[config.mk]
export PLATFORM = sky130hd
export DESIGN_NAME = sampled_victim_select_unit
export DESIGN_NICKNAME = d
export VERILOG_FILES = /design/src/rtl/core/svs_pkg.sv /design/src/rtl/core/svs_mul.sv /design/src/rtl/core/sampled_victim_select_unit.sv
export SDC_FILE = /design/constraint.sdc
export NUM_CORES = 2
export LEC_CHECK = 0
export ABC_AREA = 0
export BUFFER_PORTS_ARGS = -buffer_cell sky130_fd_sc_hd__buf_2
export CAP_MARGIN = 30
export CELL_PAD_IN_SITES_DETAIL_PLACEMENT = 0
export CELL_PAD_IN_SITES_GLOBAL_PLACEMENT = 2
export CORE_MARGIN = 2
export CORE_UTILIZATION = 31
export CTS_CLUSTER_DIAMETER = 30
export DETAILED_ROUTE_END_ITERATION = 10
export PLACE_DENSITY = 0.59
export SYNTH_ARGS = -nofsm -noshare
export SYNTH_HDL_FRONTEND = slang
export SYNTH_SLANG_ARGS = --single-unit
export TNS_END_PERCENT = 100
[constraint.sdc]
create_clock -name clk -period 10.8 [get_ports clk]
set_clock_uncertainty 0.15 [all_clocks]
set_input_delay 1.08 -clock clk [delete_from_list [all_inputs] [get_ports clk]]
set_output_delay 1.08 -clock clk [all_outputs]
set_load 0.005 [all_outputs]
[src/rtl/core/svs_pkg.sv]
// Shared types and constants of the sampled victim select unit.
package svs_pkg;

	localparam int INDEX_BITS = 16;
	localparam int TIME_BITS  = 48;
	localparam int COST_BITS  = 32;

	localparam int SC_BITS       = 11;
	localparam int PEN_BITS      = 20;
	localparam int CFG_DATA_BITS = 20;

	localparam logic [SC_BITS-1:0]  SAMPLE_COUNT_RST = SC_BITS'(128);
	localparam logic [PEN_BITS-1:0] PENALTY_RST      = PEN_BITS'(6554);

	// weight = cost * multiplier, saturated to 52 bits (W_BITS, capped at 64)
	localparam int WFULL_BITS = COST_BITS + PEN_BITS;
	localparam int W_BITS     = (WFULL_BITS > 64) ? 64 : WFULL_BITS;

	// second operand of the shared multiplier: a recency or a Q4.16 multiplier
	localparam int MB_BITS = (TIME_BITS > PEN_BITS) ? TIME_BITS : PEN_BITS;

	localparam logic [MB_BITS-1:0] Q16_ONE = MB_BITS'(65536);

	localparam int MUL_DIGIT_BITS = 16;

	typedef enum logic [0:0] {
		CFG_SAMPLE_COUNT = 1'b0,
		CFG_NOREUSE_MULT = 1'b1
	} cfg_idx_t;

	typedef struct packed {
		logic [TIME_BITS-1:0]  now_time;
		logic [INDEX_BITS-1:0] cand_index;
		logic                  cand_valid;
		logic [COST_BITS-1:0]  cand_cost;
		logic [TIME_BITS-1:0]  cand_last_access;
		logic                  cand_reused;
	} in_req_t;

	typedef struct packed {
		logic [INDEX_BITS-1:0] victim_index;
		logic                  victim_found;
	} out_res_t;

	typedef struct packed {
		logic               start;
		logic [W_BITS-1:0]  a;
		logic [MB_BITS-1:0] b;
	} mul_req_t;

endpackage

[src/rtl/core/svs_mul.sv]
// Iterative multiplier: one digit of the second operand per cycle.
module svs_mul #(
	parameter int DIGIT_BITS = svs_pkg::MUL_DIGIT_BITS
) (
	input  logic                                     clk,
	input  logic                                     arst_n,
	input  svs_pkg::mul_req_t                        cmd,
	output logic                                     done,
	output logic [svs_pkg::W_BITS+((svs_pkg::MB_BITS+DIGIT_BITS-1)/DIGIT_BITS)*DIGIT_BITS-1:0]
	                                                 product
);

	localparam int AW       = svs_pkg::W_BITS;
	localparam int BW       = svs_pkg::MB_BITS;
	localparam int NB       = (BW + DIGIT_BITS - 1) / DIGIT_BITS;
	localparam int BPW      = NB * DIGIT_BITS;
	localparam int PW       = AW + BPW;
	localparam int CNT_BITS = $clog2(NB + 1);

	logic [AW-1:0]         a_q;
	logic [BPW-1:0]        b_q;
	logic [PW-1:0]         prod_q;
	logic [CNT_BITS-1:0]   cnt_q;
	logic                  busy_q;
	logic                  done_q;

	logic [AW+DIGIT_BITS-1:0] pp;
	logic [AW+DIGIT_BITS-1:0] sum;
	logic [PW+DIGIT_BITS-1:0] full;

	// add the partial product into the top and shift the whole product right one digit
	assign pp   = (AW+DIGIT_BITS)'(a_q) * (AW+DIGIT_BITS)'(b_q[DIGIT_BITS-1:0]);
	assign sum  = (AW+DIGIT_BITS)'(prod_q[PW-1 -: AW]) + pp;
	assign full = {sum, prod_q[PW-AW-1:0]};

	always_ff @(posedge clk or negedge arst_n) begin
		if (!arst_n) begin
			cnt_q  <= '0;
			busy_q <= 1'b0;
			done_q <= 1'b0;
		end else if (cmd.start) begin
			cnt_q  <= CNT_BITS'(NB);
			busy_q <= 1'b1;
			done_q <= 1'b0;
		end else if (busy_q) begin
			cnt_q <= cnt_q - CNT_BITS'(1);
			if (cnt_q == CNT_BITS'(1)) begin
				busy_q <= 1'b0;
				done_q <= 1'b1;
			end
		end else begin
			done_q <= 1'b0;
		end
	end

	always_ff @(posedge clk) begin
		if (cmd.start) begin
			a_q    <= cmd.a;
			b_q    <= BPW'(cmd.b);
			prod_q <= '0;
		end else if (busy_q) begin
			b_q    <= b_q >> DIGIT_BITS;
			prod_q <= full[PW+DIGIT_BITS-1:DIGIT_BITS];
		end
	end

	assign done    = done_q;
	assign product = prod_q;

endmodule

[src/rtl/core/sampled_victim_select_unit.sv]
// Top level: picks the lowest weighted-cost-over-recency sample of each run.
//
//  channel | direction | handshake           | payload
//  req     | in        | req_valid/req_stall | in_req_t, one sample plus current time
//  res     | out       | res_valid/res_stall | out_res_t, victim of a finished run
//  cfg     | in        | cfg_valid/cfg_ready | cfg_index, cfg_data
//
// An invalid sample goes straight to the done state. A valid sample runs the shared
// digit-serial multiplier once when it opens the run and three times otherwise (weight,
// then the two cross products), each in NB = ceil(48/MUL_DIGIT_BITS) = 3 digit steps.
// Reset leaves sample_count 128, the no-reuse multiplier 6554 and an empty run.
// A held result only blocks the request that ends the next run.
module sampled_victim_select_unit #(
	parameter int MUL_DIGIT_BITS = svs_pkg::MUL_DIGIT_BITS
) (
	input  logic                                clk,
	input  logic                                arst_n,
	input  logic                                req_valid,
	output logic                                req_stall,
	input  svs_pkg::in_req_t                    req,
	output logic                                res_valid,
	input  logic                                res_stall,
	output svs_pkg::out_res_t                   res,
	input  logic                                cfg_valid,
	output logic                                cfg_ready,
	input  svs_pkg::cfg_idx_t                   cfg_index,
	input  logic [svs_pkg::CFG_DATA_BITS-1:0]   cfg_data
);

	localparam int NB = (svs_pkg::MB_BITS + MUL_DIGIT_BITS - 1) / MUL_DIGIT_BITS;
	localparam int PW = svs_pkg::W_BITS + NB * MUL_DIGIT_BITS;
	localparam int WB = svs_pkg::W_BITS;
	localparam int TB = svs_pkg::TIME_BITS;
	localparam int SB = svs_pkg::SC_BITS;

	typedef enum logic [5:0] {
		S_IDLE = 6'b000001,
		S_REC  = 6'b000010,
		S_WMUL = 6'b000100,
		S_XL   = 6'b001000,
		S_XR   = 6'b010000,
		S_DONE = 6'b100000
	} state_t;

	state_t                           state_q;
	svs_pkg::in_req_t                 item_q;
	logic [TB-1:0]                    rec_q;
	logic [WB-1:0]                    weight_q;
	logic [PW-1:0]                    lprod_q;
	logic [WB-1:0]                    best_weight_q;
	logic [TB-1:0]                    best_rec_q;
	logic [svs_pkg::INDEX_BITS-1:0]   best_slot_q;
	logic                             have_best_q;
	logic [SB-1:0]                    seen_q;
	logic [SB-1:0]                    sample_count_q;
	logic [svs_pkg::PEN_BITS-1:0]     penalty_q;
	svs_pkg::out_res_t                res_q;
	logic                             res_valid_q;

	svs_pkg::mul_req_t                mul_cmd;
	logic                             mul_done;
	logic [PW-1:0]                    mul_prod;

	logic [TB-1:0]                    rec_now;
	logic [WB-1:0]                    weight_now;
	logic [SB-1:0]                    cnt_eff;
	logic [SB:0]                      seen_next;
	logic                             end_run;
	logic                             res_free;
	logic                             res_load;

	svs_mul #(.DIGIT_BITS(MUL_DIGIT_BITS)) u_mul (
		.clk     (clk),
		.arst_n  (arst_n),
		.cmd     (mul_cmd),
		.done    (mul_done),
		.product (mul_prod)
	);

	assign rec_now = (item_q.now_time > item_q.cand_last_access) ?
	                 item_q.now_time - item_q.cand_last_access : TB'(1);

	assign weight_now = (|mul_prod[PW-1:WB]) ? '1 : mul_prod[WB-1:0];

	assign cnt_eff   = (sample_count_q == '0) ? SB'(1) : sample_count_q;
	assign seen_next = {1'b0, seen_q} + (SB+1)'(1);
	assign end_run   = seen_next >= {1'b0, cnt_eff};
	assign res_free  = !res_valid_q || !res_stall;
	assign res_load  = (state_q == S_DONE) && end_run && res_free;

	always_comb begin
		mul_cmd.start = 1'b0;
		mul_cmd.a     = WB'(item_q.cand_cost);
		mul_cmd.b     = item_q.cand_reused ? svs_pkg::Q16_ONE
		                                   : svs_pkg::MB_BITS'(penalty_q);
		unique case (state_q)
			S_REC: begin
				mul_cmd.start = 1'b1;
			end
			S_WMUL: begin
				mul_cmd.start = mul_done && have_best_q;
				mul_cmd.a     = weight_now;
				mul_cmd.b     = svs_pkg::MB_BITS'(best_rec_q);
			end
			S_XL: begin
				mul_cmd.start = mul_done;
				mul_cmd.a     = best_weight_q;
				mul_cmd.b     = svs_pkg::MB_BITS'(rec_q);
			end
			default: begin
				mul_cmd.start = 1'b0;
			end
		endcase
	end

	always_ff @(posedge clk or negedge arst_n) begin
		if (!arst_n) begin
			state_q       <= S_IDLE;
			best_weight_q <= '0;
			best_rec_q    <= TB'(1);
			best_slot_q   <= '0;
			have_best_q   <= 1'b0;
			seen_q        <= '0;
		end else begin
			unique case (state_q)
				S_IDLE: begin
					if (req_valid) begin
						state_q <= req.cand_valid ? S_REC : S_DONE;
					end
				end
				S_REC: begin
					state_q <= S_WMUL;
				end
				S_WMUL: begin
					if (mul_done) begin
						if (!have_best_q) begin
							best_weight_q <= weight_now;
							best_rec_q    <= rec_q;
							best_slot_q   <= item_q.cand_index;
							have_best_q   <= 1'b1;
							state_q       <= S_DONE;
						end else begin
							state_q <= S_XL;
						end
					end
				end
				S_XL: begin
					if (mul_done) begin
						state_q <= S_XR;
					end
				end
				S_XR: begin
					if (mul_done) begin
						// strict less-than: on a tie the earlier sample stays
						if (lprod_q < mul_prod) begin
							best_weight_q <= weight_q;
							best_rec_q    <= rec_q;
							best_slot_q   <= item_q.cand_index;
						end
						state_q <= S_DONE;
					end
				end
				S_DONE: begin
					if (!end_run) begin
						seen_q  <= seen_next[SB-1:0];
						state_q <= S_IDLE;
					end else if (res_free) begin
						best_weight_q <= '0;
						best_rec_q    <= TB'(1);
						best_slot_q   <= '0;
						have_best_q   <= 1'b0;
						seen_q        <= '0;
						state_q       <= S_IDLE;
					end
				end
				default: begin
					state_q <= S_IDLE;
				end
			endcase
		end
	end

	always_ff @(posedge clk or negedge arst_n) begin
		if (!arst_n) begin
			res_valid_q <= 1'b0;
		end else if (res_load) begin
			res_valid_q <= 1'b1;
		end else if (!res_stall) begin
			res_valid_q <= 1'b0;
		end
	end

	always_ff @(posedge clk) begin
		if (state_q == S_IDLE && req_valid) begin
			item_q <= req;
		end
		if (state_q == S_REC) begin
			rec_q <= rec_now;
		end
		if (state_q == S_WMUL && mul_done) begin
			weight_q <= weight_now;
		end
		if (state_q == S_XL && mul_done) begin
			lprod_q <= mul_prod;
		end
		if (res_load) begin
			res_q.victim_index <= have_best_q ? best_slot_q : '0;
			res_q.victim_found <= have_best_q;
		end
	end

	always_ff @(posedge clk or negedge arst_n) begin
		if (!arst_n) begin
			sample_count_q <= svs_pkg::SAMPLE_COUNT_RST;
			penalty_q      <= svs_pkg::PENALTY_RST;
		end else if (cfg_valid) begin
			unique case (cfg_index)
				svs_pkg::CFG_SAMPLE_COUNT: sample_count_q <= cfg_data[SB-1:0];
				svs_pkg::CFG_NOREUSE_MULT: penalty_q <= cfg_data[svs_pkg::PEN_BITS-1:0];
				default: begin
				end
			endcase
		end
	end

	assign req_stall = (state_q != S_IDLE);
	assign res_valid = res_valid_q;
	assign res       = res_q;
	assign cfg_ready = 1'b1;

	// the multiplier only finishes while the sequencer waits on it
	a_mul_done_state: assert property (@(posedge clk) disable iff (!arst_n)
		mul_done |-> (state_q == S_WMUL || state_q == S_XL || state_q == S_XR))
		else $error("multiplier finished outside a wait state");

	// cross products are only formed against an existing best sample
	a_cross_has_best: assert property (@(posedge clk) disable iff (!arst_n)
		(state_q == S_XL || state_q == S_XR) |-> have_best_q)
		else $error("cross product without a best sample");

	// an empty run keeps the cleared slot
	a_empty_run_slot: assert property (@(posedge clk) disable iff (!arst_n)
		!have_best_q |-> (best_slot_q == '0))
		else $error("best slot set in an empty run");

	// the request that ends a run waits while a finished result is held
	a_end_waits: assert property (@(posedge clk) disable iff (!arst_n)
		(state_q == S_DONE && end_run && res_valid_q && res_stall) |=> (state_q == S_DONE))
		else $error("run ended while result was still held");

endmodule
==> impl_metrics.prom <==
# TYPE chip_impl_metric gauge
chip_impl_metric{name="detail_route.iter0.violations",unit=""} 2271
chip_impl_metric{name="synth-seq-cells",unit=""} 732
chip_impl_metric{name="worst-r2r-setup-slack",unit="ns"} 2.25
chip_impl_metric{name="syn_inst",unit=""} 5968
chip_impl_info{name="timing.setup.critical_path_class",value="reg -> reg"} 1
chip_impl_metric{name="final_hold_viol_count",unit=""} 0
chip_impl_info{name="worst_setup_path_start_kind",value="flip-flop"} 1
chip_impl_metric{name="tritoncts_buffer_count",unit=""} 176
chip_impl_metric{name="ioPinCount",unit=""} 192
chip_impl_metric{name="dp_hpwl",unit="um"} 140400
chip_impl_metric{name="grt_antenna_before_repair",unit=""} 10
chip_impl_info{name="cpMaxStageDelayCell",value="sky130_fd_sc_hd__edfxtp_1"} 1
chip_impl_metric{name="grt_first_pass_wirelength",unit="um"} 293800
chip_impl_metric{name="remaining_drc_errors",unit=""} 0
chip_impl_metric{name="post-cts-setup-buffer-count",unit=""} 0
chip_impl_metric{name="die_w",unit="um"} 443.5
chip_impl_metric{name="port-buffer-count",unit=""} 190
chip_impl_metric{name="worstSkewPairLatency",unit="ns"} 0.78
chip_impl_metric{name="clock_tree.buffer_depth",unit=""} 3
chip_impl_metric{name="die-height",unit="um"} 443.5
chip_impl_metric{name="drive_gt1_share",unit="%"} 11.03
chip_impl_metric{name="finalCritPeriodShare",unit="%"} 79.21
chip_impl_metric{name="met2_usage",unit="%"} 32.99
chip_impl_metric{name="hold_buffers",unit=""} 0
chip_impl_metric{name="final.min_clock_period",unit="ns"} 8.555
chip_impl_metric{name="worst-endpoint-required",unit="ns"} 11.26
chip_impl_metric{name="timing.critical_path.fanout_max",unit=""} 23
chip_impl_metric{name="slew_headroom",unit="%"} 29.04
chip_impl_metric{name="yosys_warns",unit=""} 0
chip_impl_metric{name="vias",unit=""} 41983
chip_impl_info{name="post_synth_most_frequent_cells",value="sky130_fd_sc_hd__inv_1 (1171), sky130_fd_sc_hd__nand2_1 (826), sky130_fd_sc_hd__fa_1 (751)"} 1
chip_impl_metric{name="drt-wirelength-per-cell",unit="um"} 21.69
chip_impl_info{name="synth.area.top_cells",value="sky130_fd_sc_hd__fa_1 (25%), sky130_fd_sc_hd__edfxtp_1 (23%), sky130_fd_sc_hd__inv_1 (7.3%)"} 1
chip_impl_metric{name="synth_top_area_share",unit="%"} 25.11
chip_impl_metric{name="core",unit="mm2"} 0.1922
chip_impl_metric{name="max_stage_delay",unit="ns"} 1.04
chip_impl_info{name="result_of_the_run",value="complete, no violations"} 1
chip_impl_metric{name="cts_max_level",unit=""} 4
chip_impl_metric{name="timing.fmax",unit="GHz"} 0.1169
chip_impl_info{name="crit-reg2reg-capture",value="u_mul.product[98]"} 1
chip_impl_metric{name="postRouteWirelength",unit="um"} 191600
chip_impl_metric{name="groute.layer.met1.usage",unit="%"} 27.40
chip_impl_metric{name="seq_area_frac_synth",unit="%"} 33.64
chip_impl_metric{name="r2r_cells",unit=""} 23
chip_impl_metric{name="slew_of_the_pin_with_the_lowest_slew_margin",unit="ns"} 1.064
chip_impl_metric{name="postRouteAntennaNets",unit=""} 0
chip_impl_metric{name="async_flop_share",unit="%"} 23.22
chip_impl_info{name="yosysMostFrequentCell",value="sky130_fd_sc_hd__inv_1"} 1
chip_impl_metric{name="cap_violations",unit=""} 0
chip_impl_metric{name="gpl_wtd_cong",unit=""} 0.8240
chip_impl_metric{name="overall_global_routing_resource_usage",unit="%"} 19.79
chip_impl_metric{name="postSynthAreaPerCell",unit="um2"} 10.03
chip_impl_info{name="tritoncts",value="done"} 1
chip_impl_metric{name="synth_edf_count",unit=""} 462
chip_impl_info{name="grt-busiest-layer",value="met2"} 1
chip_impl_info{name="crit_path_cell_trace",value="buf_4 > buf_4 > nand2_1 > fa_1 > inv_1 > fa_1 > inv_1 > fa_1 > inv_1 > fa_1 > fa_1 > inv_1 > fa_1 > inv_1 > ha_1 > nand2_1 > nor4_1 > o2111ai_1 > a311oi_1 > o211ai_1 > o41ai_1 > xnor2_1 > o22ai_1"} 1
chip_impl_info{name="synth-main-ff-cell",value="sky130_fd_sc_hd__edfxtp_1"} 1
chip_impl_metric{name="finalSetupTns",unit="ns"} 0
chip_impl_metric{name="post_synth_instance_area",unit="mm2"} 0.05987
chip_impl_metric{name="grt.overflow.total",unit=""} 0
chip_impl_info{name="critical_path.reg2reg.startpoint",value="u_mul.b_q[4]"} 1
chip_impl_metric{name="grt.met3_usage",unit="%"} 2.409
chip_impl_metric{name="detailed_route_vias_per_instance",unit=""} 4.754
chip_impl_metric{name="clock_sink_count",unit=""} 732
chip_impl_metric{name="firstDrtPassIters",unit=""} 5
chip_impl_info{name="cts.root.buffer_cell",value="sky130_fd_sc_hd__clkbuf_16"} 1
chip_impl_metric{name="floorplan.initialDensity",unit="%"} 31.15
chip_impl_metric{name="area_grow_syn2layout",unit="%"} 17.06
chip_impl_info{name="rsz0062_at_grt",value="false"} 1
chip_impl_metric{name="setup_viol",unit=""} 0
chip_impl_info{name="end_kind",value="flip-flop"} 1
chip_impl_metric{name="grt_start_max_net_pins",unit=""} 105
chip_impl_metric{name="maxSlewViolCount",unit=""} 0
chip_impl_info{name="path_common_cell",value="sky130_fd_sc_hd__fa_1"} 1
chip_impl_metric{name="first_global_vias",unit=""} 45809
chip_impl_metric{name="fin_nets",unit=""} 7373
chip_impl_info{name="holdCritPathClass",value="in -> async"} 1
chip_impl_metric{name="std_cell_rows",unit=""} 161
chip_impl_metric{name="fp.dieArea",unit="mm2"} 0.1967
chip_impl_metric{name="critPathArrivalTime",unit="ns"} 9.02
chip_impl_metric{name="synth.net_count",unit=""} 7193
chip_impl_info{name="synth_top_area_cell",value="sky130_fd_sc_hd__fa_1"} 1
chip_impl_metric{name="post_cts_resize_count",unit=""} 0
chip_impl_metric{name="clk_pin_slew_worst_paths",unit="ns"} 0.05
chip_impl_metric{name="synth_cell_type_count",unit=""} 74
sequential cells by signal, summed over array words and instances (netlist names), 16 cells and up:
signal,flops
item_q,145
best_rec_q,48
res,17
u_mul.b_q,48
rec_q,48
lprod_q,100
u_mul.product,100
best_weight_q,52
penalty_q,20
weight_q,52
best_slot_q,16
u_mul.a_q,52
worst max-delay path by stage:
stage / startpoint / to / slack [ns] / cells past startpoint
detailed placement: u_mul.b_q[4] / u_mul.product[98] / 2.30 / 23
floorplan: req_valid / item_q[0] / 2.89 / 2
CTS: u_mul.b_q[4] / u_mul.product[98] / 2.25 / 23
global placement: u_mul.b_q[4] / u_mul.product[98] / 2.34 / 24
finish: u_mul.b_q[4] / u_mul.product[98] / 2.25 / 23
global route: u_mul.b_q[4] / u_mul.product[98] / 1.85 / 23
metrics by stage:
step           utilization [%]  worst slack (ns)  instance area [um2]  cells  hold slack (ns)
2_1_floorplan                -             2.892                59870   5968           0.2805
4_1_cts                  36.44             2.255                70040   8825           0.1184
3_3_place_gp             33.09             2.336                63600   8482           0.2909
3_5_place_dp             33.21             2.303                63810   8494           0.2950
6_report                 36.47             2.245                70080   8831           0.1919
5_1_grt                  36.46             1.852                70080   8828           0.1917
area by class of cell:
cell class / count / area [um2]
Tap cell: 2526 / 3161
Timing Repair Buffer: 283 / 1854
Inverter: 1172 / 4407
Antenna cell: 4 / 10.01
Multi-Input combinational cell: 3783 / 34280
Clock inverter: 116 / 1469
Clock buffer: 215 / 4756
Sequential cell: 732 / 20150
Fill cell: 19550 / 122100
cell families after synthesis:
family,share of synthesized area (%)
AO/OA/AOI/OAI,8.013
XOR/XNOR,1.609
adder cells (fa/ha/maj),31.42
buffers and inverters,9.198
flip-flops,33.64
multiplexers,3.572
other,0.006264
AND/OR/NAND/NOR,12.54
worst max-delay path, delay by kind of cell (launching register included):
kind                       cells  cell delay (ns)
adders and majority gates      7             3.50
AOI/OAI and AO/OA              5             1.86
and+or+nand+nor                3             0.64
buffers and inverters          7             0.98
DFF                            1             1.04
xor gates and xnor gates       1             0.17
placed cells by master, fill, tap and decap left out, types with 166 or more instances in the layout:
master / n
sky130_fd_sc_hd__inv_1: 1168
sky130_fd_sc_hd__nand2_1: 825
sky130_fd_sc_hd__fa_1: 751
sky130_fd_sc_hd__edfxtp_1: 462
sky130_fd_sc_hd__nor2_1: 319
sky130_fd_sc_hd__ha_1: 302
sky130_fd_sc_hd__and2_1: 294
sky130_fd_sc_hd__o21ai_0: 208
sky130_fd_sc_hd__buf_2: 191
sky130_fd_sc_hd__clkbuf_16: 180
sky130_fd_sc_hd__a21oi_1: 166
routing by layer:
| metal | routed length (um) | up-vias |
|---|---|---|
| li1 | - | 19385 |
| met1 | 89840 | 21574 |
| met2 | 91260 | 797 |
| met3 | 6680 | 217 |
| met4 | 3728 | 10 |
| met5 | 55 | - |
Power is not shown: default switching activity piles up to over one toggle a cycle in this logic, so the estimate is an artifact.
